File: config.mk
export PLATFORM = sky130hd
export DESIGN_NAME = playfair_cipher_engine
export DESIGN_NICKNAME = d
export VERILOG_FILES = /design/src/rtl/pfc_pkg.sv /design/src/rtl/pfc_key_store.sv /design/src/rtl/pfc_out_buf.sv /design/src/rtl/playfair_cipher_engine.sv
export SDC_FILE = /design/constraint.sdc
export NUM_CORES = 1
export LEC_CHECK = 0
export BUFFER_PORTS_ARGS = -buffer_cell sky130_fd_sc_hd__buf_2
export CORE_MARGIN = 3
export CORE_UTILIZATION = 39
export CTS_CLUSTER_DIAMETER = 120
export CTS_CLUSTER_SIZE = 14
export DETAILED_ROUTE_END_ITERATION = 12
export HOLD_SLACK_MARGIN = 0.02
export SLEW_MARGIN = 10
export SYNTH_ARGS = -nofsm -noshare
export SYNTH_HDL_FRONTEND = slang
export SYNTH_SLANG_ARGS = --single-unit
File: constraint.sdc
create_clock -name clk_i -period 6.8 [get_ports clk_i]
set_clock_uncertainty 0.05 [all_clocks]
set_input_delay 0.68 -clock clk_i [delete_from_list [all_inputs] [get_ports clk_i]]
set_output_delay 0.68 -clock clk_i [all_outputs]
set_load 0.02 [all_outputs]
File: src/rtl/pfc_pkg.sv
// ----------------------------------------------------------------------------
// pfc_pkg
// Shared types, constants and small helpers for the Playfair cipher engine.
// ----------------------------------------------------------------------------
package pfc_pkg;

  localparam int unsigned GRID_SIDE  = 5;
  localparam int unsigned GRID_CELLS = GRID_SIDE * GRID_SIDE;
  localparam int unsigned LETTERS    = 26;
  localparam int unsigned SLOT_W     = $clog2(GRID_CELLS);
  localparam int unsigned NUM_W      = $clog2(LETTERS + 1);
  localparam int unsigned RC_W       = $clog2(GRID_SIDE);

  localparam logic [7:0] CHAR_A  = 8'h41;
  localparam logic [7:0] CHAR_I  = 8'h49;
  localparam logic [7:0] CHAR_J  = 8'h4A;
  localparam logic [7:0] CHAR_Q  = 8'h51;
  localparam logic [7:0] CHAR_X  = 8'h58;
  localparam logic [7:0] CHAR_Z  = 8'h5A;
  localparam logic [7:0] CHAR_LA = 8'h61;
  localparam logic [7:0] CHAR_LZ = 8'h7A;

  localparam logic [NUM_W-1:0]  LETTER_J   = NUM_W'(9);
  localparam logic [NUM_W-1:0]  LETTER_Z   = NUM_W'(LETTERS - 1);
  localparam logic [NUM_W-1:0]  NO_LETTER  = NUM_W'(LETTERS);
  localparam logic [SLOT_W-1:0] FULL_COUNT = SLOT_W'(GRID_CELLS);

  // Item kinds
  typedef enum logic [2:0] {
    KIND_CLEAR  = 3'd0,
    KIND_KEY    = 3'd1,
    KIND_FINISH = 3'd2,
    KIND_TEXT   = 3'd3,
    KIND_END    = 3'd4
  } kind_e;

  // Write request into the key store
  typedef struct packed {
    logic              en;
    logic [NUM_W-1:0]  letter;
    logic [SLOT_W-1:0] slot;
  } key_wr_t;

  // One result item
  typedef struct packed {
    logic [7:0] ch;
    logic       err;
    logic       last;
  } out_item_t;

  // Letter number 0..25 for 'A'..'Z', NO_LETTER otherwise
  function automatic logic [NUM_W-1:0] letter_num(input logic [7:0] c);
    logic [7:0] diff;
    diff = c - CHAR_A;
    if (c >= CHAR_A && c <= CHAR_Z) begin
      return diff[NUM_W-1:0];
    end
    return NO_LETTER;
  endfunction

  // Row of a grid cell
  function automatic logic [RC_W-1:0] slot_row(input logic [SLOT_W-1:0] s);
    if (s >= SLOT_W'(4 * GRID_SIDE)) return RC_W'(4);
    if (s >= SLOT_W'(3 * GRID_SIDE)) return RC_W'(3);
    if (s >= SLOT_W'(2 * GRID_SIDE)) return RC_W'(2);
    if (s >= SLOT_W'(GRID_SIDE))     return RC_W'(1);
    return RC_W'(0);
  endfunction

  // Cell index from row and column
  function automatic logic [SLOT_W-1:0] cell_of(input logic [RC_W-1:0] r,
                                                input logic [RC_W-1:0] c);
    return SLOT_W'({2'b00, r} * SLOT_W'(GRID_SIDE) + {2'b00, c});
  endfunction

  // Column of a grid cell
  function automatic logic [RC_W-1:0] slot_col(input logic [SLOT_W-1:0] s);
    logic [SLOT_W-1:0] base;
    logic [SLOT_W-1:0] diff;
    base = cell_of(slot_row(s), RC_W'(0));
    diff = s - base;
    return diff[RC_W-1:0];
  endfunction

  // Step one place around the row or column: forward or back by mode
  function automatic logic [RC_W-1:0] wrap_step(input logic [RC_W-1:0] v,
                                                input logic mode);
    if (!mode) begin
      return (v == RC_W'(GRID_SIDE - 1)) ? RC_W'(0) : RC_W'(v + RC_W'(1));
    end
    return (v == RC_W'(0)) ? RC_W'(GRID_SIDE - 1) : RC_W'(v - RC_W'(1));
  endfunction

endpackage

File: src/rtl/pfc_key_store.sv
// ----------------------------------------------------------------------------
// pfc_key_store
// Grid memory (cell to letter) and slot memory (letter to cell), one write
// port shared by both and two registered read ports on each.
// ----------------------------------------------------------------------------
module pfc_key_store
  import pfc_pkg::*;
(
  input  logic              clk_i,
  input  key_wr_t           wr_i,
  input  logic [NUM_W-1:0]  slot_addr_a_i,
  input  logic [NUM_W-1:0]  slot_addr_b_i,
  input  logic [SLOT_W-1:0] grid_addr_a_i,
  input  logic [SLOT_W-1:0] grid_addr_b_i,
  output logic [SLOT_W-1:0] slot_a_o,
  output logic [SLOT_W-1:0] slot_b_o,
  output logic [NUM_W-1:0]  grid_a_o,
  output logic [NUM_W-1:0]  grid_b_o
);

  logic [NUM_W-1:0]  grid_mem [GRID_CELLS];
  logic [SLOT_W-1:0] slot_mem [LETTERS];

  // Write both directions of the mapping together
  always_ff @(posedge clk_i) begin
    if (wr_i.en) begin
      grid_mem[wr_i.slot]   <= wr_i.letter;
      slot_mem[wr_i.letter] <= wr_i.slot;
    end
  end

  // Registered reads
  always_ff @(posedge clk_i) begin
    slot_a_o <= slot_mem[slot_addr_a_i];
    slot_b_o <= slot_mem[slot_addr_b_i];
    grid_a_o <= grid_mem[grid_addr_a_i];
    grid_b_o <= grid_mem[grid_addr_b_i];
  end

endmodule

File: src/rtl/pfc_out_buf.sv
// ----------------------------------------------------------------------------
// pfc_out_buf
// Two-entry result buffer: takes a whole pair at once, hands out one item a
// cycle on the valid/stall output channel while the output is not stalled.
// ----------------------------------------------------------------------------
module pfc_out_buf
  import pfc_pkg::*;
(
  input  logic       clk_i,
  input  logic       rst_ni,
  input  logic       load_i,
  input  out_item_t  first_i,
  input  out_item_t  second_i,
  output logic       empty_o,
  output logic       out_valid_o,
  input  logic       out_stall_i,
  output out_item_t  item_o
);

  logic [1:0] count_q, count_d;
  out_item_t  head_q, head_d;
  out_item_t  tail_q, tail_d;
  logic       pop;

  assign pop         = (count_q != 2'd0) && !out_stall_i;
  assign empty_o     = (count_q == 2'd0);
  assign out_valid_o = (count_q != 2'd0);
  assign item_o      = head_q;

  // Load a pair when empty, shift on each taken item
  always_comb begin
    count_d = count_q;
    head_d  = head_q;
    tail_d  = tail_q;
    if (load_i && count_q == 2'd0) begin
      head_d  = first_i;
      tail_d  = second_i;
      count_d = 2'd2;
    end else if (pop) begin
      head_d  = tail_q;
      count_d = count_q - 2'd1;
    end
  end

  always_ff @(posedge clk_i or negedge rst_ni) begin
    if (!rst_ni) begin
      count_q <= 2'd0;
    end else begin
      count_q <= count_d;
    end
  end

  always_ff @(posedge clk_i) begin
    head_q <= head_d;
    tail_q <= tail_d;
  end

endmodule

File: src/rtl/playfair_cipher_engine.sv
// Clear key, key byte, text byte without a pair and unused kinds are handled
//   on acceptance; key finish walks the alphabet, one letter a cycle.
// A completed pair goes through slot memory read, grid memory read, then
//   load into the two-entry output buffer once that buffer is empty.
// The block takes one item at a time; the input stalls until it is idle again.
// Reset clears key, open pair, mode and output buffer; memories stay unwritten.
// ----------------------------------------------------------------------------
// playfair_cipher_engine
// Playfair cipher with streaming key load and streaming text, built around a
// letter/cell mapping held in two small synchronous memories.
// ----------------------------------------------------------------------------
module playfair_cipher_engine
  import pfc_pkg::*;
(
  input  logic       clk_i,
  input  logic       rst_ni,
  input  logic       cfg_we_i,
  input  logic       cfg_data_i,
  input  logic       in_valid_i,
  output logic       in_stall_o,
  input  logic [2:0] kind_i,
  input  logic [7:0] in_char_i,
  output logic       out_valid_o,
  input  logic       out_stall_i,
  output logic [7:0] out_char_o,
  output logic       pair_error_o,
  output logic       last_of_pair_o
);

  typedef enum logic [2:0] {
    S_IDLE,
    S_FILL,
    S_SLOT,
    S_GRID,
    S_EMIT
  } state_e;

  state_e            state_q, state_d;
  logic              mode_q;
  logic [LETTERS-1:0] present_q, present_d;
  logic [SLOT_W-1:0] count_q, count_d;
  logic              ready_q, ready_d;
  logic              pend_valid_q, pend_valid_d;
  logic [7:0]        pend_char_q, pend_char_d;
  logic [NUM_W-1:0]  fill_q, fill_d;
  logic [7:0]        char_a_q, char_a_d;
  logic [7:0]        char_b_q, char_b_d;

  key_wr_t           wr;
  logic              in_acc;
  logic [7:0]        key_up;
  logic [7:0]        key_fold;
  logic [NUM_W-1:0]  key_num;
  logic [7:0]        text_char;
  logic [NUM_W-1:0]  num_a, num_b;
  logic              ok_a, ok_b, pair_err;
  logic [SLOT_W-1:0] slot_a, slot_b;
  logic [NUM_W-1:0]  grid_a, grid_b;
  logic [RC_W-1:0]   r1, c1, r2, c2;
  logic [RC_W-1:0]   r1_n, c1_n, r2_n, c2_n;
  logic [SLOT_W-1:0] cell_a, cell_b;
  logic              buf_empty, buf_load;
  out_item_t         item_first, item_second, item_out;

  assign in_acc     = in_valid_i && !in_stall_o;
  assign in_stall_o = (state_q != S_IDLE);

  // Normalize key byte: uppercase, J folds into I
  assign key_up    = (in_char_i >= CHAR_LA && in_char_i <= CHAR_LZ) ?
                     (in_char_i - 8'h20) : in_char_i;
  assign key_fold  = (key_up == CHAR_J) ? CHAR_I : key_up;
  assign key_num   = letter_num(key_fold);
  assign text_char = (in_char_i == CHAR_J) ? CHAR_I : in_char_i;

  // Letters of the current pair
  assign num_a    = letter_num(char_a_q);
  assign num_b    = letter_num(char_b_q);
  assign ok_a     = (num_a != NO_LETTER) && present_q[num_a];
  assign ok_b     = (num_b != NO_LETTER) && present_q[num_b];
  assign pair_err = !(ready_q && ok_a && ok_b);

  // Apply the row, column or rectangle rule to the looked-up cells
  always_comb begin
    r1   = slot_row(slot_a);
    c1   = slot_col(slot_a);
    r2   = slot_row(slot_b);
    c2   = slot_col(slot_b);
    r1_n = r1;
    c1_n = c1;
    r2_n = r2;
    c2_n = c2;
    if (r1 == r2) begin
      c1_n = wrap_step(c1, mode_q);
      c2_n = wrap_step(c2, mode_q);
    end else if (c1 == c2) begin
      r1_n = wrap_step(r1, mode_q);
      r2_n = wrap_step(r2, mode_q);
    end else begin
      c1_n = c2;
      c2_n = c1;
    end
    cell_a = cell_of(r1_n, c1_n);
    cell_b = cell_of(r2_n, c2_n);
  end

  pfc_key_store u_key_store (
    .clk_i         (clk_i),
    .wr_i          (wr),
    .slot_addr_a_i (ok_a ? num_a : NUM_W'(0)),
    .slot_addr_b_i (ok_b ? num_b : NUM_W'(0)),
    .grid_addr_a_i (cell_a),
    .grid_addr_b_i (cell_b),
    .slot_a_o      (slot_a),
    .slot_b_o      (slot_b),
    .grid_a_o      (grid_a),
    .grid_b_o      (grid_b)
  );

  // Build the two result items of the pair
  always_comb begin
    item_first.ch    = pair_err ? char_a_q : (CHAR_A + {3'b000, grid_a});
    item_first.err   = pair_err;
    item_first.last  = 1'b0;
    item_second.ch   = pair_err ? char_b_q : (CHAR_A + {3'b000, grid_b});
    item_second.err  = pair_err;
    item_second.last = 1'b1;
  end

  // Sequencer next state
  always_comb begin
    state_d      = state_q;
    present_d    = present_q;
    count_d      = count_q;
    ready_d      = ready_q;
    pend_valid_d = pend_valid_q;
    pend_char_d  = pend_char_q;
    fill_d       = fill_q;
    char_a_d     = char_a_q;
    char_b_d     = char_b_q;
    wr           = '0;
    buf_load     = 1'b0;
    case (state_q)
      S_IDLE: begin
        if (in_acc) begin
          case (kind_i)
            KIND_CLEAR: begin
              present_d    = '0;
              count_d      = '0;
              ready_d      = 1'b0;
              pend_valid_d = 1'b0;
              pend_char_d  = '0;
            end
            KIND_KEY: begin
              if (key_num != NO_LETTER && count_q < FULL_COUNT &&
                  !present_q[key_num]) begin
                wr.en              = 1'b1;
                wr.letter          = key_num;
                wr.slot            = count_q;
                present_d[key_num] = 1'b1;
                count_d            = count_q + SLOT_W'(1);
              end
            end
            KIND_FINISH: begin
              fill_d  = '0;
              state_d = S_FILL;
            end
            KIND_TEXT: begin
              if (!pend_valid_q) begin
                pend_char_d  = text_char;
                pend_valid_d = 1'b1;
              end else if (pend_char_q != text_char) begin
                char_a_d     = pend_char_q;
                char_b_d     = text_char;
                pend_valid_d = 1'b0;
                state_d      = S_SLOT;
              end else begin
                char_a_d = text_char;
                char_b_d = (text_char == CHAR_X) ? CHAR_Q : CHAR_X;
                state_d  = S_SLOT;
              end
            end
            KIND_END: begin
              if (pend_valid_q) begin
                char_a_d     = pend_char_q;
                char_b_d     = (pend_char_q == CHAR_Z) ? CHAR_X : CHAR_Z;
                pend_valid_d = 1'b0;
                state_d      = S_SLOT;
              end
            end
            default: begin
            end
          endcase
        end
      end
      S_FILL: begin
        // Append unused letters in alphabet order, J skipped
        if (fill_q != LETTER_J && count_q < FULL_COUNT && !present_q[fill_q]) begin
          wr.en             = 1'b1;
          wr.letter         = fill_q;
          wr.slot           = count_q;
          present_d[fill_q] = 1'b1;
          count_d           = count_q + SLOT_W'(1);
        end
        if (fill_q == LETTER_Z) begin
          ready_d = 1'b1;
          state_d = S_IDLE;
        end else begin
          fill_d = fill_q + NUM_W'(1);
        end
      end
      S_SLOT: begin
        state_d = S_GRID;
      end
      S_GRID: begin
        state_d = S_EMIT;
      end
      S_EMIT: begin
        // Hold until the output buffer drains
        if (buf_empty) begin
          buf_load = 1'b1;
          state_d  = S_IDLE;
        end
      end
      default: begin
        state_d = S_IDLE;
      end
    endcase
  end

  always_ff @(posedge clk_i or negedge rst_ni) begin
    if (!rst_ni) begin
      state_q      <= S_IDLE;
      mode_q       <= 1'b0;
      present_q    <= '0;
      count_q      <= '0;
      ready_q      <= 1'b0;
      pend_valid_q <= 1'b0;
      pend_char_q  <= '0;
      fill_q       <= '0;
    end else begin
      state_q      <= state_d;
      present_q    <= present_d;
      count_q      <= count_d;
      ready_q      <= ready_d;
      pend_valid_q <= pend_valid_d;
      pend_char_q  <= pend_char_d;
      fill_q       <= fill_d;
      if (cfg_we_i) begin
        mode_q <= cfg_data_i;
      end
    end
  end

  always_ff @(posedge clk_i) begin
    char_a_q <= char_a_d;
    char_b_q <= char_b_d;
  end

  pfc_out_buf u_out_buf (
    .clk_i       (clk_i),
    .rst_ni      (rst_ni),
    .load_i      (buf_load),
    .first_i     (item_first),
    .second_i    (item_second),
    .empty_o     (buf_empty),
    .out_valid_o (out_valid_o),
    .out_stall_i (out_stall_i),
    .item_o      (item_out)
  );

  assign out_char_o     = item_out.ch;
  assign pair_error_o   = item_out.err;
  assign last_of_pair_o = item_out.last;

  // The grid never holds more cells than it has
  a_count_range: assert property (@(posedge clk_i) disable iff (!rst_ni)
    count_q <= FULL_COUNT)
    else $error("key count beyond grid size");

  // Fill count matches the letters marked present
  a_count_present: assert property (@(posedge clk_i) disable iff (!rst_ni)
    $countones(present_q) == 32'(count_q))
    else $error("key count and present letters disagree");

  // A finished key fills the whole grid
  a_ready_full: assert property (@(posedge clk_i) disable iff (!rst_ni)
    ready_q |-> (count_q == FULL_COUNT))
    else $error("key ready with partial grid");

  // The first letter of a pair is always followed by its second
  a_pair_second: assert property (@(posedge clk_i) disable iff (!rst_ni)
    (out_valid_o && !out_stall_i && !last_of_pair_o) |=>
      (out_valid_o && last_of_pair_o))
    else $error("second letter of pair missing");

endmodule

# ---- Word-level counts from Yosys, hierarchy flattened
# Memories as Yosys holds them, arrays and structs flattened. A register that Yosys moved wholly into a read port is not among the register bits.
# Index checks and enable logic that the tools add are counted.
dict set report op_classes {
  reduce_logical 45
  n_eq_ne 38
  shifts 0
  n_mul 4
  bitwise_logic 2
  n_lt_le_gt_ge 23
  n_div 0
  mux 144
  n_addsub 21
}
# op n
set op_table {}
lappend op_table {{2-to-1 mux 3 bit} 44}
lappend op_table {{case mux 26 bit (2 select lines)} 2}
lappend op_table {{2-to-1 mux 8 bit} 12}
lappend op_table {{2-to-1 mux 26 bit} 3}
lappend op_table {{2-to-1 mux 5 bit} 14}
lappend op_table {{OR 26 bit} 2}
lappend op_table {{case mux 8 bit (2 select lines)} 3}
lappend op_table {{2-to-1 mux 11 bit} 4}
lappend op_table {{2-to-1 mux 1 bit} 42}
lappend op_table {{equality test 8 x 7 -> 1 bit, second input constant} 4}
lappend op_table {{>= comparator 8 x 7 -> 1 bit, second input constant} 4}
lappend op_table {{<= comparator 8 x 7 -> 1 bit, second input constant} 4}
lappend op_table {{case mux 5 bit (2 select lines)} 3}
lappend op_table {{< comparator 5 x 6 -> 1 bit, second input constant} 4}
lappend op_table {{case mux 11 bit (2 select lines)} 1}
lappend op_table {{binary-select mux 1 bit (select 5 bit)} 4}
lappend op_table {{>= comparator 5 x 4 -> 1 bit, second input constant} 4}
lappend op_table {{2-to-1 mux 10 bit} 2}
lappend op_table {{equality test 3 bit, second input constant} 6}
lappend op_table {{zero test 3 bit} 6}
lappend op_table {{logical AND 1 bit} 17}
lappend op_table {{adder 7 x 5 -> 8 bit, first input constant} 2}
lappend op_table {{inequality test 2 bit, second input constant} 8}
lappend op_table {{inequality test 5 bit, second input constant} 3}
lappend op_table {{38 further kinds} 79}
dict set report word_totals {
  input_bits 17
  wordCells 295
  reg_bits 87
  ram_bits 255
  rom_bits 0
  latch_bits 0
  memories 2
  output_inout_bits 12
}
# memory words width rd rd_clocked_by_memory_dff wr line
set memory_table {}
lappend memory_table {u_key_store.slot_mem 26 5 2 2 1 pfc_key_store.sv:22} ;# logic [SLOT_W-1:0] slot_mem [LETTERS];
lappend memory_table {u_key_store.grid_mem 25 5 2 2 1 pfc_key_store.sv:21} ;# logic [NUM_W-1:0] grid_mem [GRID_CELLS];

# ---- Logic depth before layout (Yosys ltp)
# Gate-level depths: netlist of run 1.
dict set report depth {
  depth_word 22
  depth_mapped 23
  depth_no_buf 21
}

# ---- Hierarchy
# From an unflattened synthesis of run 1, not the netlist that was laid out.
dict set report hier_totals {
  cells_unflattened 1758
  area_unflattened_um2 21205.3
}
# module seq_area_each_um2 area_per_inst_um2 cells_each n_inst
set by_module_without_submodules {}
lappend by_module_without_submodules {pfc_key_store 8057.7 12799.8 804 1}
lappend by_module_without_submodules {playfair_cipher_engine 1731.7 7548.5 909 1}
lappend by_module_without_submodules {pfc_out_buf 650.6 857.1 45 1}

# ---- Worst setup path before layout of run 1
# No wires, ideal clock.
dict set report synth_path {
  kind {register to register}
  startpoint {reg u_key_store.slot_b_o[1] (read register of u_key_store.slot_mem)}
  endpoint {reg u_key_store.grid_b_o[3] (read register of u_key_store.grid_mem)}
  arrival_time_ns 5.467
  setup_time_ns 0.123
  path_slack_ns 1.159
  path_stages_with_launch 21
  path_buffers 3
  required_ns 6.627
  period_less_slack_ns 5.641
  cell_sequence {dfxtp_1 nor2_1 o21ai_0 a211o_1 nand2_1 inv_1 ha_1 fa_1 xnor2_1 xnor2_2 xor2_1 or4_1 buf_2 mux2i_1 ha_1 buf_1 buf_1 mux4_2 mux2i_1 o21ai_0 mux2_1}
}
dict set report synth_via {
  elab_chain_cells 17
  word_cells_on_any_way 47
  cone_classes {add/sub (6); mul (2); order compare (4); eq/ne (4); mux (29); reduce/logical (2)}
}
# element line
set synth_rtl {}
lappend synth_rtl {{from (decl)} pfc_key_store.sv:16} ;# output logic [SLOT_W-1:0] slot_b_o,
lappend synth_rtl {{branches (longest 16 deep; another with >= comparator 5 x 3 -> 1 bit)} n/a}
lappend synth_rtl {{adder 5 x 3 -> 5 bit *} pfc_pkg.sv:73} ;# return SLOT_W'({2'b00, r} * SLOT_W'(GRID_SIDE) + {2'b00, c});
lappend synth_rtl {{to (decl)} pfc_key_store.sv:18} ;# output logic [NUM_W-1:0] grid_b_o
# Mark *: on every way between the ends. The select of a mux whose other input is x is not followed.
# A chain may end at the register's enable or synchronous reset.

# ---- Worst setup path after layout of run 1
dict set report layout_path {
  startpoint {reg u_key_store.slot_b_o[1] (read register of u_key_store.slot_mem)}
  endpoint {reg u_key_store.grid_b_o[2] (read register of u_key_store.grid_mem)}
}
# Same word-level chain as after synthesis.

==> results.cfg, run 1 <==
[layout]
fill_cells = 4778
nets = 1856
layout-drive-gt1-share_pct = 14.5
area_growth_pct = 7.91
fin_util_pct = 43.1
final_cells = 2492

[synthesis]
synth_top_area_share_pct = 41.8
syn-instance-count = 1813
ys_top_cells_by_count = 289 x edfxtp_1, 234 x nand2_1, 111 x nor2_1, 97 x a21oi_1, 83 x mux4_2
synth_seq_area_share_pct = 50.0
synth_top_area_cell = edfxtp_1
syn_area_per_cell_um2 = 11.5
synth.area.top_cells = edfxtp_1 42%, mux4_2 9.0%, dfrtp_1 6.3%
ys_types = 117
syn-num-nets = 1881
yosysWarningCount = 0
synth-edff-count = 289
synthArstFlopShare_pct = 14.4
mappedNetlistArea_um2 = 20800
synth_seq_cells = 362
ys.flop_type = edfxtp_1
synth_most_common_cell = edfxtp_1

[floorplan]
die_w_um = 237
die_h_um = 237
boundaryPins = 29
die_area_um2 = 56100
rows = 83
start_util_pct = 39.9
core_area_um2 = 52000

[timing]
fin_ws_ps = 877
layout_min_cycle_time_ps = 5920
fin_setup_tns_ps = 0
fmax_ghz = 0.169
finalSetupViolations = 0
drv_slew = 0
rsz0062_at_grt = false
report.final.hold_viol_count = 0
tightest_slew_ps = 1240
fin_crit_sh_pct = 87.1
maxSlewHeadroom_pct = 16.7

[detailed_routing]
vias = 15600
drt-total-wl_mm = 62.5
vias_per_cell = 6.26
drc_errors = 0
firstDrtPassIters = 5
drtIter0Drc = 1804
drtAntennaViolNets = 0
wl_per_cell_um = 25.1

[place]
gp_congestion = 0.981
dp_cells = 2437
hpwl_mm = 44.0
post-place-ws_ps = 878
io_buffers = 28

[global_route]
grt_max_degree = 53
grt_pass1_wl_mm = 95.2
grt_use_total_pct = 21.8
grt_pass1_vias = 15400
gr-total-overflow = 0
grt_antenna_before_repair = 2

[setup_path]
r2r-end = u_key_store.grid_b_o[2]$_DFF_P_
r2r-start = u_key_store.slot_b_o[1]$_DFF_P_
end_kind = flop
rr_worst_depth = 20
crit_type = reg2reg
cp_data_arrival_time_ps = 6360
startpoint_type = flop
required_ps = 7240
rrSetupSlack_ps = 880
cp_max_fo = 8

[min_path]
hold_path.class = in2async

[run_status]
run_status = completed

[cts]
cts_hold_buf = 0
clk_latency_ps = 600
cts_max_level = 1
cts_buffer_depth = 3
clkSinkCount = 362
cts_tree = built
postCtsSetupBuffers = 0
path_clk_slew_ps = 90
cts.repair.resized = 0
cts_root_buf = clkbuf_16
numCtsBuffers = 29

[run]
maxCapViolCount = 0
worst max-delay path by stage:
stage | startpoint | endpoint | slack [ps] | cells after the start
finish | u_key_store.slot_b_o[1]$_DFF_P_ | u_key_store.grid_b_o[2]$_DFF_P_ | 880 | 20
global route | u_key_store.slot_b_o[1]$_DFF_P_ | u_key_store.grid_a_o[3]$_DFF_P_ | 610 | 19
CTS | u_key_store.slot_b_o[1]$_DFF_P_ | u_key_store.grid_b_o[4]$_DFF_P_ | 890 | 19
detailed placement | u_key_store.slot_b_o[1]$_DFF_P_ | u_key_store.grid_b_o[4]$_DFF_P_ | 880 | 19
global placement | u_key_store.slot_b_o[1]$_DFF_P_ | u_key_store.grid_b_o[4]$_DFF_P_ | 1000 | 19
floorplan | u_key_store.slot_b_o[1]$_DFF_P_ | u_key_store.grid_b_o[3]$_DFF_P_ | 1160 | 20
state kept, by name, indices dropped and copies added, names as in the netlist:
signal	cells
u_key_store.slot_mem	130
u_key_store.grid_mem	125
present_q	26
u_out_buf.item_o	10
u_out_buf.tail_q	9
char_a_q	8
char_b_q	8
pend_char_q	8
count_q	5
fill_q	5
u_key_store.grid_a_o	5
u_key_store.grid_b_o	5
u_key_store.slot_a_o	5
u_key_store.slot_b_o	5
state_q	3
u_out_buf.count_q	2
mode_q	1
pend_valid_q	1
ready_q	1
area by class of cell:
class	instances	area (µm²)	area share, %
antenna	1	2.50	0.0112
multi-input combinational	1288	9760	43.5
tap	680	851	3.79
clock inverter	2	23.8	0.106
clock buffer	52	812	3.62
sequential	362	10400	46.4
inverter	43	161	0.720
timing repair buffer	64	410	1.83
per-stage QoR:
step | hold slack [ps] | instance area (µm²)
final | 173 | 22400
after global placement | 379 | 21600
after CTS | 187 | 22400
after floorplan | 334 | 20800
after global routing | 227 | 22400
after detailed placement | 390 | 21600
layer usage:
metal  global-route usage [%]  wire length, µm
met3                     3.95             5610
met2                     35.1            29000
met4                     7.68             2450
met5                        0                0
met1                     29.6            25400
cell usage in the layout (no fill, tap or decap), types with 31 or more instances in the layout:
cell,count
mux4_2,83
a22o_1,31
a21oi_1,97
a31oi_1,31
inv_1,42
buf_4,36
mux2i_1,44
nand3_1,62
nor3_1,49
ha_1,45
o21ai_0,64
o22ai_1,45
dfrtp_1,52
nor2_1,109
nand2_1,234
edfxtp_1,289
cells by family after synthesis:
logic type               Yosys count  synth area share [%]
AO/OA/AOI/OAI                    432                  14.5
XOR/XNOR                          50                  2.22
adder cells (fa/ha/maj)           51                  3.22
buffers and inverters            163                  3.22
flip-flops                       362                  50.0
multiplexers                     144                  12.0
AND/OR/NAND/NOR                  611                  14.7
worst max-delay path, stage by stage (launching register included):
cell	delay [ps]
dfxtp_1	360
nor2_1	110
o21ai_0	80
a211o_1	390
nand2_1	150
inv_1	110
ha_1	210
fa_1	400
xnor2_1	160
xnor2_2	350
xor2_1	110
or4_1	700
mux2i_1	340
ha_1	290
ha_1	350
ha_1	320
a21o_1	160
a21oi_1	160
xor2_1	100
xnor2_1	500
mux2_2	400
Power of run 1 is not shown: default switching activity piles up to over one toggle a cycle in this logic, so the estimate is an artifact.
==> run 2: changes to the inputs <==
--- a/config.mk
+++ b/config.mk
@@ -7,7 +7,7 @@
 export LEC_CHECK = 0
 export BUFFER_PORTS_ARGS = -buffer_cell sky130_fd_sc_hd__buf_2
 export CORE_MARGIN = 3
-export CORE_UTILIZATION = 39
+export CORE_UTILIZATION = 30
 export CTS_CLUSTER_DIAMETER = 120
 export CTS_CLUSTER_SIZE = 14
 export DETAILED_ROUTE_END_ITERATION = 12
==> constraint.sdc (replaced) <==
create_clock -name clk_i -period 6.63 [get_ports clk_i]
set_clock_uncertainty 0.05 [all_clocks]
set_input_delay 0.663 -clock clk_i [delete_from_list [all_inputs] [get_ports clk_i]]
set_output_delay 0.663 -clock clk_i [all_outputs]
set_load 0.02 [all_outputs]
==> results.cfg, run 2 (synthesized netlist as in run 1, its figures left out) <==
[global_route]
grt_pass1_vias = 15500
grt_use_total_pct = 16.8
gr-total-overflow = 0
grt_pass1_wl_mm = 95.8
grt_max_degree = 53
grt_antenna_before_repair = 0

[detailed_routing]
drtIter0Drc = 1784
wl_per_cell_um = 23.0
vias_per_cell = 5.73
drc_errors = 0
vias = 15700
drtAntennaViolNets = 0
firstDrtPassIters = 5
drt-total-wl_mm = 63.0

[layout]
stdcell_area_um2 = 22800
diodes = 0
regArea_um2 = 10400
fin_util_pct = 33.6
multi_input_area_um2 = 9750
largest_register_ffs = 130
fill_cells = 6729
layout_common_cells = 289 x edfxtp_1, 234 x nand2_1, 109 x nor2_1, 97 x a21oi_1, 83 x mux4_2
area_growth_pct = 9.67
layout-drive-gt1-share_pct = 14.9
final_common_cell = edfxtp_1
reg_top3 = u_key_store.slot_mem x130, u_key_store.grid_mem x125, present_q x26
nets = 1863
top_register = u_key_store.slot_mem

[cts]
numCtsBuffers = 29
cts.repair.resized = 0
cts_hold_buf = 0
postCtsSetupBuffers = 0
clk_latency_ps = 600
cts_max_level = 1
clkSinkCount = 362
cts_root_buf = clkbuf_16
path_clk_slew_ps = 80
cts_buffer_depth = 3
cts_tree = built

[timing]
maxSlewHeadroom_pct = 17.9
finalSetupViolations = 0
fin_crit_sh_pct = 90.7
tightest_slew_ps = 1220
drv_slew = 0
rsz0062_at_grt = false
fin_setup_tns_ps = 0
layout_min_cycle_time_ps = 6010
report.final.hold_viol_count = 0
fmax_ghz = 0.166

[min_path]
hold_path.class = in2async

[setup_path]
cp_data_arrival_time_ps = 6440
required_ps = 7060
end_kind = flop
cpLargestDelayFamily = adder cells
slowest_delay_ps = 700
cpMaxStageDelayCell = or4_1
crit_type = reg2reg
cp_num_buf_inv = 2
cp_max_fo = 15
startpoint_type = flop
cp_cell_sequence = nor2_1, o21ai_0, a211o_1, nand2_1, inv_1, ha_1, fa_1, xnor2_1, xnor2_2, xor2_1, or4_1, mux2i_1, ha_1, ha_1, fa_1, xor2_1, buf_4, mux4_2, mux2_1
crit_path_frequent_cell = ha_1

[floorplan]
die_area_um2 = 72500
core_area_um2 = 67900
boundaryPins = 29
die_h_um = 269
rows = 95
start_util_pct = 30.6
die_w_um = 269

[place]
gp_congestion = 0.911
dpl_cell_area_um2 = 21900
hpwl_mm = 45.1
io_buffers = 28

[run]
maxCapViolCount = 0

[run_status]
run_status = completed
[run 2: worst paths after layout]
path	from	endpoint	slack (ps)	cells after the start
max	u_key_store.slot_b_o[1]$_DFF_P_	u_key_store.grid_b_o[4]$_DFF_P_	620	19
min	rst_ni	present_q[21]$_DFFE_PN0P_	180	2
max reg2reg	u_key_store.slot_b_o[1]$_DFF_P_	u_key_store.grid_b_o[4]$_DFF_P_	620	19
min reg2reg	u_out_buf.item_o[0]$_SDFFE_PP0P_	u_out_buf.item_o[0]$_SDFFE_PP0P_	400	1
max in group asynchronous	rst_ni	count_q[3]$_DFFE_PN0P_	5820	2
min in group clk_i	cfg_we_i	mode_q$_DFFE_PN0P_	280	2
[run 2: layout make-up]
class / instances / share of cell area (%)
repair buffers: 71 / 2.09
clock inverters: 1 / 0.0878
inverters: 43 / 0.708
clock buffers: 53 / 3.62
flip-flops and latches: 362 / 45.6
well taps: 921 / 5.06
multi-input cells: 1288 / 42.8
[run 2: through the flow]
stage / instances / setup WS (ps) / hold slack [ps]
finish: 2739 / 615 / 178
global route: 2739 / 272 / 222
detailed placement: 2685 / 619 / 386
floorplan: 1813 / 989 / 317
CTS: 2739 / 609 / 198
global placement: 2685 / 790 / 386
[run 2: routing by layer]
layer | wire length [µm] | GRT usage, %
met1 | 26800 | 23.5
met2 | 29100 | 26.9
met3 | 5270 | 2.38
met4 | 1860 | 5.22
met5 | 0 | 0
Power of run 2 is left out for the same reason.
